<file path="src/hw/rtl/msd_pkg.sv">
// shared types, constants and lookup tables for the multiplexed seven-segment driver
// no dependencies; used by every module of the block

package msd_pkg;

    localparam int NUM_W      = 32;
    localparam int BCD_DIGITS = 10;
    localparam int BCD_W      = 4 * BCD_DIGITS;
    localparam int CONV_CNT_W = 5;
    localparam int POS_W      = 4;
    localparam int DIG_W      = 4;
    localparam int SEG_W      = 8;

    localparam logic [SEG_W-1:0] BLANK_RESET = 8'hFF;

    typedef enum logic [1:0] {
        CMD_CLEAR   = 2'd0,
        CMD_SET     = 2'd1,
        CMD_PRINT   = 2'd2,
        CMD_REFRESH = 2'd3
    } cmd_t;

    typedef enum logic [1:0] {
        ST_IDLE,
        ST_CONV,
        ST_WRITE,
        ST_HOLD
    } state_t;

    // one frame buffer write or clear request
    typedef struct packed {
        logic             clear;
        logic             en;
        logic [POS_W-1:0] pos;
        logic [SEG_W-1:0] pattern;
    } msd_wr_t;

    // converter status towards the sequencer
    typedef struct packed {
        logic             done;
        logic             nonzero;
        logic [DIG_W-1:0] digit;
    } msd_conv_stat_t;

    // active-low pattern of a decimal digit
    function automatic logic [SEG_W-1:0] seg_of(input logic [DIG_W-1:0] dig);
        logic [SEG_W-1:0] pat;
        unique case (dig)
            4'd0:    pat = 8'hC0;
            4'd1:    pat = 8'hF9;
            4'd2:    pat = 8'hA4;
            4'd3:    pat = 8'hB0;
            4'd4:    pat = 8'h99;
            4'd5:    pat = 8'h92;
            4'd6:    pat = 8'h82;
            4'd7:    pat = 8'hF8;
            4'd8:    pat = 8'h80;
            4'd9:    pat = 8'h90;
            default: pat = BLANK_RESET;
        endcase
        return pat;
    endfunction

    // one-hot select byte by scan position
    function automatic logic [SEG_W-1:0] sel_of(input logic [2:0] pos);
        logic [SEG_W-1:0] s;
        unique case (pos)
            3'd0:    s = 8'h08;
            3'd1:    s = 8'h04;
            3'd2:    s = 8'h02;
            3'd3:    s = 8'h01;
            3'd4:    s = 8'h80;
            3'd5:    s = 8'h40;
            3'd6:    s = 8'h20;
            default: s = 8'h10;
        endcase
        return s;
    endfunction

endpackage

</file>
<file path="src/hw/rtl/multiplexed_seven_segment_driver.sv">
// top level of the multiplexed seven-segment driver: command sequencer and config register
// depends on msd_pkg, msd_bin2bcd and msd_frame
//
// usage:
//   s_tuser carries the command (clear, set digit, print number, refresh tick);
//   s_tdata carries position, digit and number. cfg_valid/cfg_data write the
//   blank pattern used by clear; cfg_ready is always high.
//   only refresh produces an item on the master side: the segment byte in
//   m_tdata[7:0] and the one-hot select byte in m_tdata[15:8].
// timing:
//   clear and set digit write the frame buffer on acceptance. a refresh loads
//   a free output stage on acceptance and its item appears on m_tvalid the
//   cycle after; otherwise it waits in the hold state.
//   print number runs the bit-serial bcd converter (one input bit per cycle),
//   then writes the frame buffer once per decimal digit, up to DIGIT_COUNT.
// reset:
//   the frame buffer fills with all-ones, the scan position and the output
//   valid flag clear, and the blank pattern returns to all-ones.
// stalls:
//   a waiting output item does not block clear, set or print; a refresh that
//   arrives while it still waits is held until m_tready frees the output stage.

module multiplexed_seven_segment_driver
#(
    parameter int DIGIT_COUNT = 8
)
(
    input  logic        clk,
    input  logic        rst_n,
    input  logic        s_tvalid,
    output logic        s_tready,
    input  logic [39:0] s_tdata,    // position [3:0], digit [7:4], number [39:8]
    input  logic [1:0]  s_tuser,    // command [1:0]
    output logic        m_tvalid,
    input  logic        m_tready,
    output logic [15:0] m_tdata,    // segments [7:0], select [15:8]
    input  logic        cfg_valid,
    output logic        cfg_ready,
    input  logic [7:0]  cfg_data
);

    localparam int PW = (DIGIT_COUNT > 1) ? $clog2(DIGIT_COUNT) : 1;
    localparam logic [PW-1:0] WR_LAST = PW'(DIGIT_COUNT - 1);

    msd_pkg::state_t            state_reg;
    msd_pkg::state_t            state_next;
    logic [PW-1:0]              cnt_reg;
    logic [PW-1:0]              cnt_next;
    logic [msd_pkg::SEG_W-1:0]  blank_reg;

    msd_pkg::cmd_t              cmd;
    logic                       take;
    logic                       conv_start;
    logic                       conv_shift;
    msd_pkg::msd_conv_stat_t    conv_stat;
    msd_pkg::msd_wr_t           wr;
    logic                       load;
    logic                       out_free;

    assign cmd       = msd_pkg::cmd_t'(s_tuser);
    assign take      = s_tvalid && s_tready;
    assign cfg_ready = 1'b1;

    always_ff @(posedge clk or negedge rst_n)
    begin
        if (!rst_n)
            blank_reg <= msd_pkg::BLANK_RESET;
        else if (cfg_valid)
            blank_reg <= cfg_data;
    end

    always_ff @(posedge clk or negedge rst_n)
    begin
        if (!rst_n)
        begin
            state_reg <= msd_pkg::ST_IDLE;
            cnt_reg   <= '0;
        end
        else
        begin
            state_reg <= state_next;
            cnt_reg   <= cnt_next;
        end
    end

    // next state
    always_comb
    begin
        state_next = state_reg;
        cnt_next   = cnt_reg;
        unique case (state_reg)
            msd_pkg::ST_IDLE:
            begin
                if (take && (cmd == msd_pkg::CMD_PRINT))
                    state_next = msd_pkg::ST_CONV;
                else if (take && (cmd == msd_pkg::CMD_REFRESH) && !out_free)
                    state_next = msd_pkg::ST_HOLD;
            end
            msd_pkg::ST_CONV:
            begin
                if (conv_stat.done)
                begin
                    state_next = msd_pkg::ST_WRITE;
                    cnt_next   = '0;
                end
            end
            msd_pkg::ST_WRITE:
            begin
                cnt_next = cnt_reg + 1'b1;
                if (!conv_stat.nonzero || (cnt_reg == WR_LAST))
                    state_next = msd_pkg::ST_IDLE;
            end
            msd_pkg::ST_HOLD:
            begin
                if (out_free)
                    state_next = msd_pkg::ST_IDLE;
            end
            default:
            begin
                state_next = msd_pkg::ST_IDLE;
            end
        endcase
    end

    // outputs
    always_comb
    begin
        s_tready   = 1'b0;
        conv_start = 1'b0;
        conv_shift = 1'b0;
        load       = 1'b0;
        wr.clear   = 1'b0;
        wr.en      = 1'b0;
        wr.pos     = s_tdata[3:0];
        wr.pattern = msd_pkg::seg_of(s_tdata[7:4]);
        unique case (state_reg)
            msd_pkg::ST_IDLE:
            begin
                s_tready = 1'b1;
                if (s_tvalid)
                begin
                    unique case (cmd)
                        msd_pkg::CMD_CLEAR:   wr.clear   = 1'b1;
                        msd_pkg::CMD_SET:     wr.en      = (s_tdata[7:4] <= 4'd9);
                        msd_pkg::CMD_PRINT:   conv_start = 1'b1;
                        msd_pkg::CMD_REFRESH: load       = out_free;
                        default:              wr.clear   = 1'b0;
                    endcase
                end
            end
            msd_pkg::ST_WRITE:
            begin
                // write the low digit while anything is left, then drop it
                conv_shift = 1'b1;
                wr.en      = conv_stat.nonzero;
                wr.pos     = msd_pkg::POS_W'(cnt_reg);
                wr.pattern = msd_pkg::seg_of(conv_stat.digit);
            end
            msd_pkg::ST_HOLD:
            begin
                load = out_free;
            end
            default:
            begin
                s_tready = 1'b0;
            end
        endcase
    end

    msd_bin2bcd u_conv
    (
        .clk    (clk),
        .rst_n  (rst_n),
        .start  (conv_start),
        .number (s_tdata[39:8]),
        .shift  (conv_shift),
        .stat   (conv_stat)
    );

    msd_frame
    #(
        .DIGIT_COUNT (DIGIT_COUNT)
    )
    u_frame
    (
        .clk      (clk),
        .rst_n    (rst_n),
        .blank    (blank_reg),
        .wr       (wr),
        .load     (load),
        .m_tready (m_tready),
        .m_tvalid (m_tvalid),
        .m_tdata  (m_tdata),
        .out_free (out_free)
    );

endmodule

</file>
<file path="src/hw/rtl/msd_bin2bcd.sv">
// bit-serial binary to bcd converter (shift and add-3), one input bit per cycle
// afterwards drains one decimal digit per shift request; depends on msd_pkg

module msd_bin2bcd
(
    input  logic                          clk,
    input  logic                          rst_n,
    input  logic                          start,
    input  logic [msd_pkg::NUM_W-1:0]     number,
    input  logic                          shift,
    output msd_pkg::msd_conv_stat_t       stat
);

    localparam logic [msd_pkg::CONV_CNT_W-1:0] CNT_LAST =
        msd_pkg::CONV_CNT_W'(msd_pkg::NUM_W - 1);

    logic                               busy_reg;
    logic                               done_reg;
    logic [msd_pkg::CONV_CNT_W-1:0]     cnt_reg;
    logic [msd_pkg::NUM_W-1:0]          bin_reg;
    logic [msd_pkg::BCD_W-1:0]          bcd_reg;
    logic [msd_pkg::BCD_W-1:0]          bcd_adj;

    // add 3 to every digit of 5 or more before the shift
    always_comb
    begin
        for (int i = 0; i < msd_pkg::BCD_DIGITS; i++)
        begin
            if (bcd_reg[4*i +: 4] >= 4'd5)
                bcd_adj[4*i +: 4] = bcd_reg[4*i +: 4] + 4'd3;
            else
                bcd_adj[4*i +: 4] = bcd_reg[4*i +: 4];
        end
    end

    always_ff @(posedge clk or negedge rst_n)
    begin
        if (!rst_n)
        begin
            busy_reg <= 1'b0;
            done_reg <= 1'b0;
            cnt_reg  <= '0;
        end
        else
        begin
            done_reg <= 1'b0;
            if (start)
            begin
                busy_reg <= 1'b1;
                cnt_reg  <= '0;
            end
            else if (busy_reg)
            begin
                cnt_reg <= cnt_reg + 1'b1;
                if (cnt_reg == CNT_LAST)
                begin
                    busy_reg <= 1'b0;
                    done_reg <= 1'b1;
                end
            end
        end
    end

    always_ff @(posedge clk)
    begin
        if (start)
        begin
            bin_reg <= number;
            bcd_reg <= '0;
        end
        else if (busy_reg)
        begin
            bcd_reg <= {bcd_adj[msd_pkg::BCD_W-2:0], bin_reg[msd_pkg::NUM_W-1]};
            bin_reg <= {bin_reg[msd_pkg::NUM_W-2:0], 1'b0};
        end
        else if (shift)
        begin
            bcd_reg <= {4'd0, bcd_reg[msd_pkg::BCD_W-1:4]};
        end
    end

    assign stat.done    = done_reg;
    assign stat.nonzero = |bcd_reg;
    assign stat.digit   = bcd_reg[3:0];

endmodule

</file>
<file path="src/hw/rtl/msd_frame.sv">
// frame buffer, scan position and registered output stage of the display driver
// depends on msd_pkg

module msd_frame
#(
    parameter int DIGIT_COUNT = 8
)
(
    input  logic                        clk,
    input  logic                        rst_n,
    input  logic [msd_pkg::SEG_W-1:0]   blank,
    input  msd_pkg::msd_wr_t            wr,
    input  logic                        load,
    input  logic                        m_tready,
    output logic                        m_tvalid,
    output logic [15:0]                 m_tdata,   // segments [7:0], select [15:8]
    output logic                        out_free
);

    localparam int PW = (DIGIT_COUNT > 1) ? $clog2(DIGIT_COUNT) : 1;
    localparam logic [PW-1:0] SCAN_LAST = PW'(DIGIT_COUNT - 1);
    localparam logic [msd_pkg::POS_W-1:0] POS_LIMIT = msd_pkg::POS_W'(DIGIT_COUNT);

    logic [msd_pkg::SEG_W-1:0]  buf_reg [DIGIT_COUNT];
    logic [PW-1:0]              scan_reg;
    logic                       valid_reg;
    logic [msd_pkg::SEG_W-1:0]  seg_reg;
    logic [msd_pkg::SEG_W-1:0]  sel_reg;
    logic [2:0]                 scan3;

    assign scan3 = 3'(scan_reg);

    always_ff @(posedge clk or negedge rst_n)
    begin
        if (!rst_n)
        begin
            for (int i = 0; i < DIGIT_COUNT; i++)
                buf_reg[i] <= msd_pkg::BLANK_RESET;
        end
        else if (wr.clear)
        begin
            for (int i = 0; i < DIGIT_COUNT; i++)
                buf_reg[i] <= blank;
        end
        else if (wr.en && (wr.pos < POS_LIMIT))
        begin
            buf_reg[wr.pos[PW-1:0]] <= wr.pattern;
        end
    end

    always_ff @(posedge clk or negedge rst_n)
    begin
        if (!rst_n)
        begin
            scan_reg  <= '0;
            valid_reg <= 1'b0;
        end
        else
        begin
            if (load)
            begin
                valid_reg <= 1'b1;
                scan_reg  <= (scan_reg == SCAN_LAST) ? '0 : scan_reg + 1'b1;
            end
            else if (m_tready)
            begin
                valid_reg <= 1'b0;
            end
        end
    end

    always_ff @(posedge clk)
    begin
        if (load)
        begin
            seg_reg <= buf_reg[scan_reg];
            sel_reg <= msd_pkg::sel_of(scan3);
        end
    end

    assign out_free = !valid_reg || m_tready;
    assign m_tvalid = valid_reg;
    assign m_tdata  = {sel_reg, seg_reg};

endmodule
</file>
<file path="config.mk">
export PLATFORM = sky130hd
export DESIGN_NAME = multiplexed_seven_segment_driver
export DESIGN_NICKNAME = d
export VERILOG_FILES = /design/src/hw/rtl/msd_pkg.sv /design/src/hw/rtl/multiplexed_seven_segment_driver.sv /design/src/hw/rtl/msd_bin2bcd.sv /design/src/hw/rtl/msd_frame.sv
export SDC_FILE = /design/constraint.sdc
export NUM_CORES = 1
export LEC_CHECK = 0
export ABC_AREA = 1
export BUFFER_PORTS_ARGS = -buffer_cell sky130_fd_sc_hd__buf_4
export CORE_ASPECT_RATIO = 1.5
export CORE_MARGIN = 3
export CORE_UTILIZATION = 55
export CTS_BUF_LIST = sky130_fd_sc_hd__clkbuf_2
export DETAILED_ROUTE_END_ITERATION = 7
export GPL_TIMING_DRIVEN = 0
export PLACE_DENSITY = 0.78
export SYNTH_ARGS = -nofsm -noshare
export SYNTH_HDL_FRONTEND = slang
export SYNTH_SLANG_ARGS = --single-unit
</file>
<file path="constraint.sdc">
create_clock -name clk -period 4.65 [get_ports clk]
set_input_delay 0.465 -clock clk [delete_from_list [all_inputs] [get_ports clk]]
set_output_delay 0.465 -clock clk [all_outputs]
set_load 0.02 [all_outputs]
</file>
==> results by stage <==
Worst setup path:
- Counting cells, the worst reg-to-reg path comes to 10.
- The launch point of the critical path is state_reg[0]$_DFFE_PN0P_.
- The startpoint identified for the worst register-to-register timing path is state_reg[0]$_DFFE_PN0P_.
- The critical path ends at u_conv.bin_reg[13]$_DFFE_PP_.
- STA classifies the critical path endpoint as a flop.
- The worst setup path is launched from a flop.
- Along the worst path, the maximum fanout reaches 32.
- The required time of the worst setup path is 5140 ps.
- For the worst setup path, the data arrival time is 3690 ps.
- The endpoint identified for the worst register-to-register timing path is u_conv.bin_reg[13]$_DFFE_PP_.
- The critical path is of the flop to flop type.
- Across all register-to-register paths, the minimum setup slack is 1460 ps.

Clock network:
- The count of buffers added by post-CTS timing repair for setup is 0.
- The sink count of the clock tree is 183.
- The clock passes through at most 2 buffers.
- The clock transition at the registers of the reported paths is between 200 and 300 ps.
- The H-tree generated during clock tree synthesis spans 4 levels.
- The library cell used as clock root buffer is clkbuf_2.
- TritonCTS built the clock tree.
- The clock latency at the later pin of the worst-skew pair is between 800 and 900 ps.
- The number of clock buffers added by TritonCTS is 17.

GRT:
- The global-route congestion overflow total is 0.
- The global-route usage over all layers is between 20% and 30%.
- The via count of the first global-routing pass is 9230.
- The number of antenna violations at the first check in global routing came to 1.
- The maximum number of pins on one net before global-route repair is 89.
- The first global-routing pass estimated around 44 mm of wire.

Synthesis:
- In this run, distinct cell masters in the synthesized netlist total 45.
- Yosys printed 0 warnings.
- The cell count after synthesis is between 1000 and 1500.
- In this run the mean area of a mapped cell was between 7 and 8 um2.
- The register area share after synthesis is a little under half.
- After synthesis the cells add up to 10300 um2.
- Among all flip-flop cells after synthesis, the most frequent one is dfstp_2.
- The net count after synthesis is 1438.
- In the synthesized netlist the async set-or-reset flop fraction comes to 48.1%.
- The post-synthesis sequential element count is 183.
- The synthesized design contains 48 enable-type register cells.

Finish:
- Of the cells placed in the final design, the portion with a size suffix greater than 1 is 17.3%.
- The register with the most flip-flops in the layout has 64 of them.
- For this run, the post-layout net count is 1571.
- The area taken by multi-input logic gates is 4990 um2.
- The finished cells cover 11900 um2.
- The sequential cell area in the final layout is 4670 um2.
- The area growth from synthesis to layout is 14.9%.
- Counting the fill cells in the layout gives 1570.

Timing:
- The number of hold violations in the final report was 0.
- The minimum setup slack in the final design is 1460 ps.
- The setup TNS after final layout is 0 ps.
- The final critical-path share of the clock period is ~69%.
- Setup repair after global routing left no endpoint under its margin.
- The max-slew headroom at the worst pin is 13.9%.
- At the pin with the least slew margin, the transition time is 1290 ps.
- For the final database, setup skew stands at 36.0 ps.
- The number of failing setup endpoints in the final timing report is 0.
- The count of final max-slew check failures is 0.
- The final critical path time including I/O delays and setup is 3190 ps.
- Based on the critical path, the design can be clocked at up to ~310 MHz.

Die:
- The standard cell core area is 18200 um2.
- The floorplan die area is 20500 um2.
- Measured along the y axis, the die boundary spans 174 um.
- The initial core utilization is 56.9%.
- The top-level port count is 74.
- The width of the die is 118 um.
- The placement row count is 60.

Detailed routing:
- The wire length reported by the detailed router is 27.1 mm.
- The average wire per standard cell is 15.7 um.
- Dividing the detail-routed via count by the number of cells gives roughly 5.4.
- The number of routed nets with antenna violations is 0.
- The number of DRC violations after detailed routing is 0.
- The number of detailed-routing iterations run before antenna repair is 6.
- The via count is approximately 9300.
- The first routing iteration left 836 violations.

Placed design:
- After legalization and detailed placement, the total HPWL measured 19.4 mm.
- The congestion estimate from routability-driven global placement came to 0.975.
- Timing analysis after detailed placement gives a worst setup slack of 1420 ps.
- In this run the tool buffered the top-level ports with 71 buffer cells.
- Summing all placed instances gives a cell area of approximately 11000 um2.

Run status:
- The run finished with clean final reports.

Pwr:
- In this run the static leakage power is between 5 and 6 nW.
- The power density over the cells is 701 nW/um2.
- The highest ir drop seen on vdd is 409 uV.
- The overall power consumption is 8.33 mW.

Flow run:
- The number of max-cap violations is 0.

Min path:
- The class of the tightest hold or removal check is input port to flop.
-- through the flow --
step	util [%]	hold WS (ps)	std cells
floorplan	-	169	1328
finish	65.4	89.5	1723
CTS	65.4	9.75	1722
global placement	61.6	449	1647
global route	65.4	66.0	1723
detailed placement	61.7	451	1648
-- cell usage after synthesis, types with 16 or more instances --
cell      count  share of area, %
a21oi_1      69               3.3
buf_2        20              0.97
clkbuf_1     25              0.91
dfrtp_1      16               3.9
dfstp_2      72                18
dfxtp_1      47               9.1
edfxtp_1     48                14
ha_1         55               6.7
inv_1       105               3.8
nand2_1     402                15
nand3_1      96               4.6
nor2_1      100               3.6
o21ai_0     138               6.7
-- repair_timing --
action / 4_1_cts / 5_1_grt
setup endpoints to repair: 0 / 0
resized for setup: 0 / 0
endpoints found under the hold margin: 57 / 0
hold buffers: 42 / 0
-- layer usage --
| metal | GRT usage, % | vias up | part of all wire [%] |
|---|---|---|---|
| li1 | - | 4635 | - |
| met1 | 28.4 | 4306 | 37 |
| met2 | 49.9 | 311 | 54 |
| met3 | 4.36 | 80 | 4.5 |
| met4 | 13.4 | 0 | 4.4 |
| met5 | 0 | - | 0 |
-- area by class of cell --
class | instances | share of cell area [%]
repair buffers | 114 | 8.15
clock buffers | 17 | 0.716
well taps | 248 | 2.61
inverters | 120 | 3.79
diodes | 1 | 0.0211
plain buffers | 49 | 1.95
flip-flops and latches | 183 | 39.3
clock inverters | 15 | 1.46
multi-input cells | 976 | 42.0
-- worst min-delay path by stage --
stage                               startpoint                               to  cells past startpoint
2_1_floorplan                            rst_n           cnt_reg[0]$_DFFE_PN0P_                      0
3_3_place_gp   u_frame.buf_reg[13]$_DFFE_PN1P_  u_frame.buf_reg[13]$_DFFE_PN1P_                      2
3_5_place_dp   u_frame.buf_reg[12]$_DFFE_PN1P_  u_frame.buf_reg[12]$_DFFE_PN1P_                      2
4_1_cts                             s_tuser[0]     u_frame.m_tvalid$_DFFE_PN0P_                      5
5_1_grt                              cfg_valid         blank_reg[5]$_DFFE_PN1P_                      2
6_report                            s_tuser[0]     u_frame.m_tvalid$_DFFE_PN0P_                      5
-- cell families (layout without fill, tap and decap cells) --
group                    count (synthesis)  after routing  synth area share, %
AND/OR/NAND/NOR                        640            640                 25.7
adder cells (fa/ha/maj)                 55             55                 6.66
other                                    1              2               0.0363
XOR/XNOR                                15             15                 1.27
AO/OA/AOI/OAI                          256            256                 13.6
buffers and inverters                  169            315                 6.59
flip-flops                             183            183                 45.2
multiplexers                             9              9                0.968
-- power by group --
part           total [mW]  switching, mW  leakage, nW  internal, mW
Sequential           3.08          0.463         1.83          2.61
Combinational        4.38           2.89         3.83          1.49
Clock               0.878          0.646        0.154         0.232
-- cells in the final DEF (no fill, tap or decap), types with 3 or more instances in the layout --
master / count
nor2_1: 99
clkbuf_1: 25
inv_6: 4
a211oi_1: 3
nand2_4: 5
dlygate4sd3_1: 42
nand3b_1: 3
nand4_1: 6
o21ai_2: 5
nand3_1: 96
dfstp_2: 72
nor3_1: 10
buf_2: 20
nand2_1: 402
a31oi_1: 11
mux2_2: 8
inv_1: 105
dfxtp_1: 47
nor2_2: 4
o22ai_1: 11
edfxtp_1: 48
inv_8: 6
dfrtp_1: 16
a21oi_1: 69
nand2_2: 10
a221oi_1: 3
ha_1: 55
inv_2: 13
a21oi_2: 3
o21ai_0: 138
buf_4: 73
xor2_1: 15
clkbuf_2: 17
-- worst max-delay path, stage by stage, from the launching register on --
cell and delay [ps]:
dfrtp_1 490, inv_1 120, ha_1 200, nand2_1 80, inv_1 80, nand2_1 100
nor2_2 270, inv_2 140, buf_2 210, buf_2 200, nand2_1 950
Power figures use the tool's default switching activity.
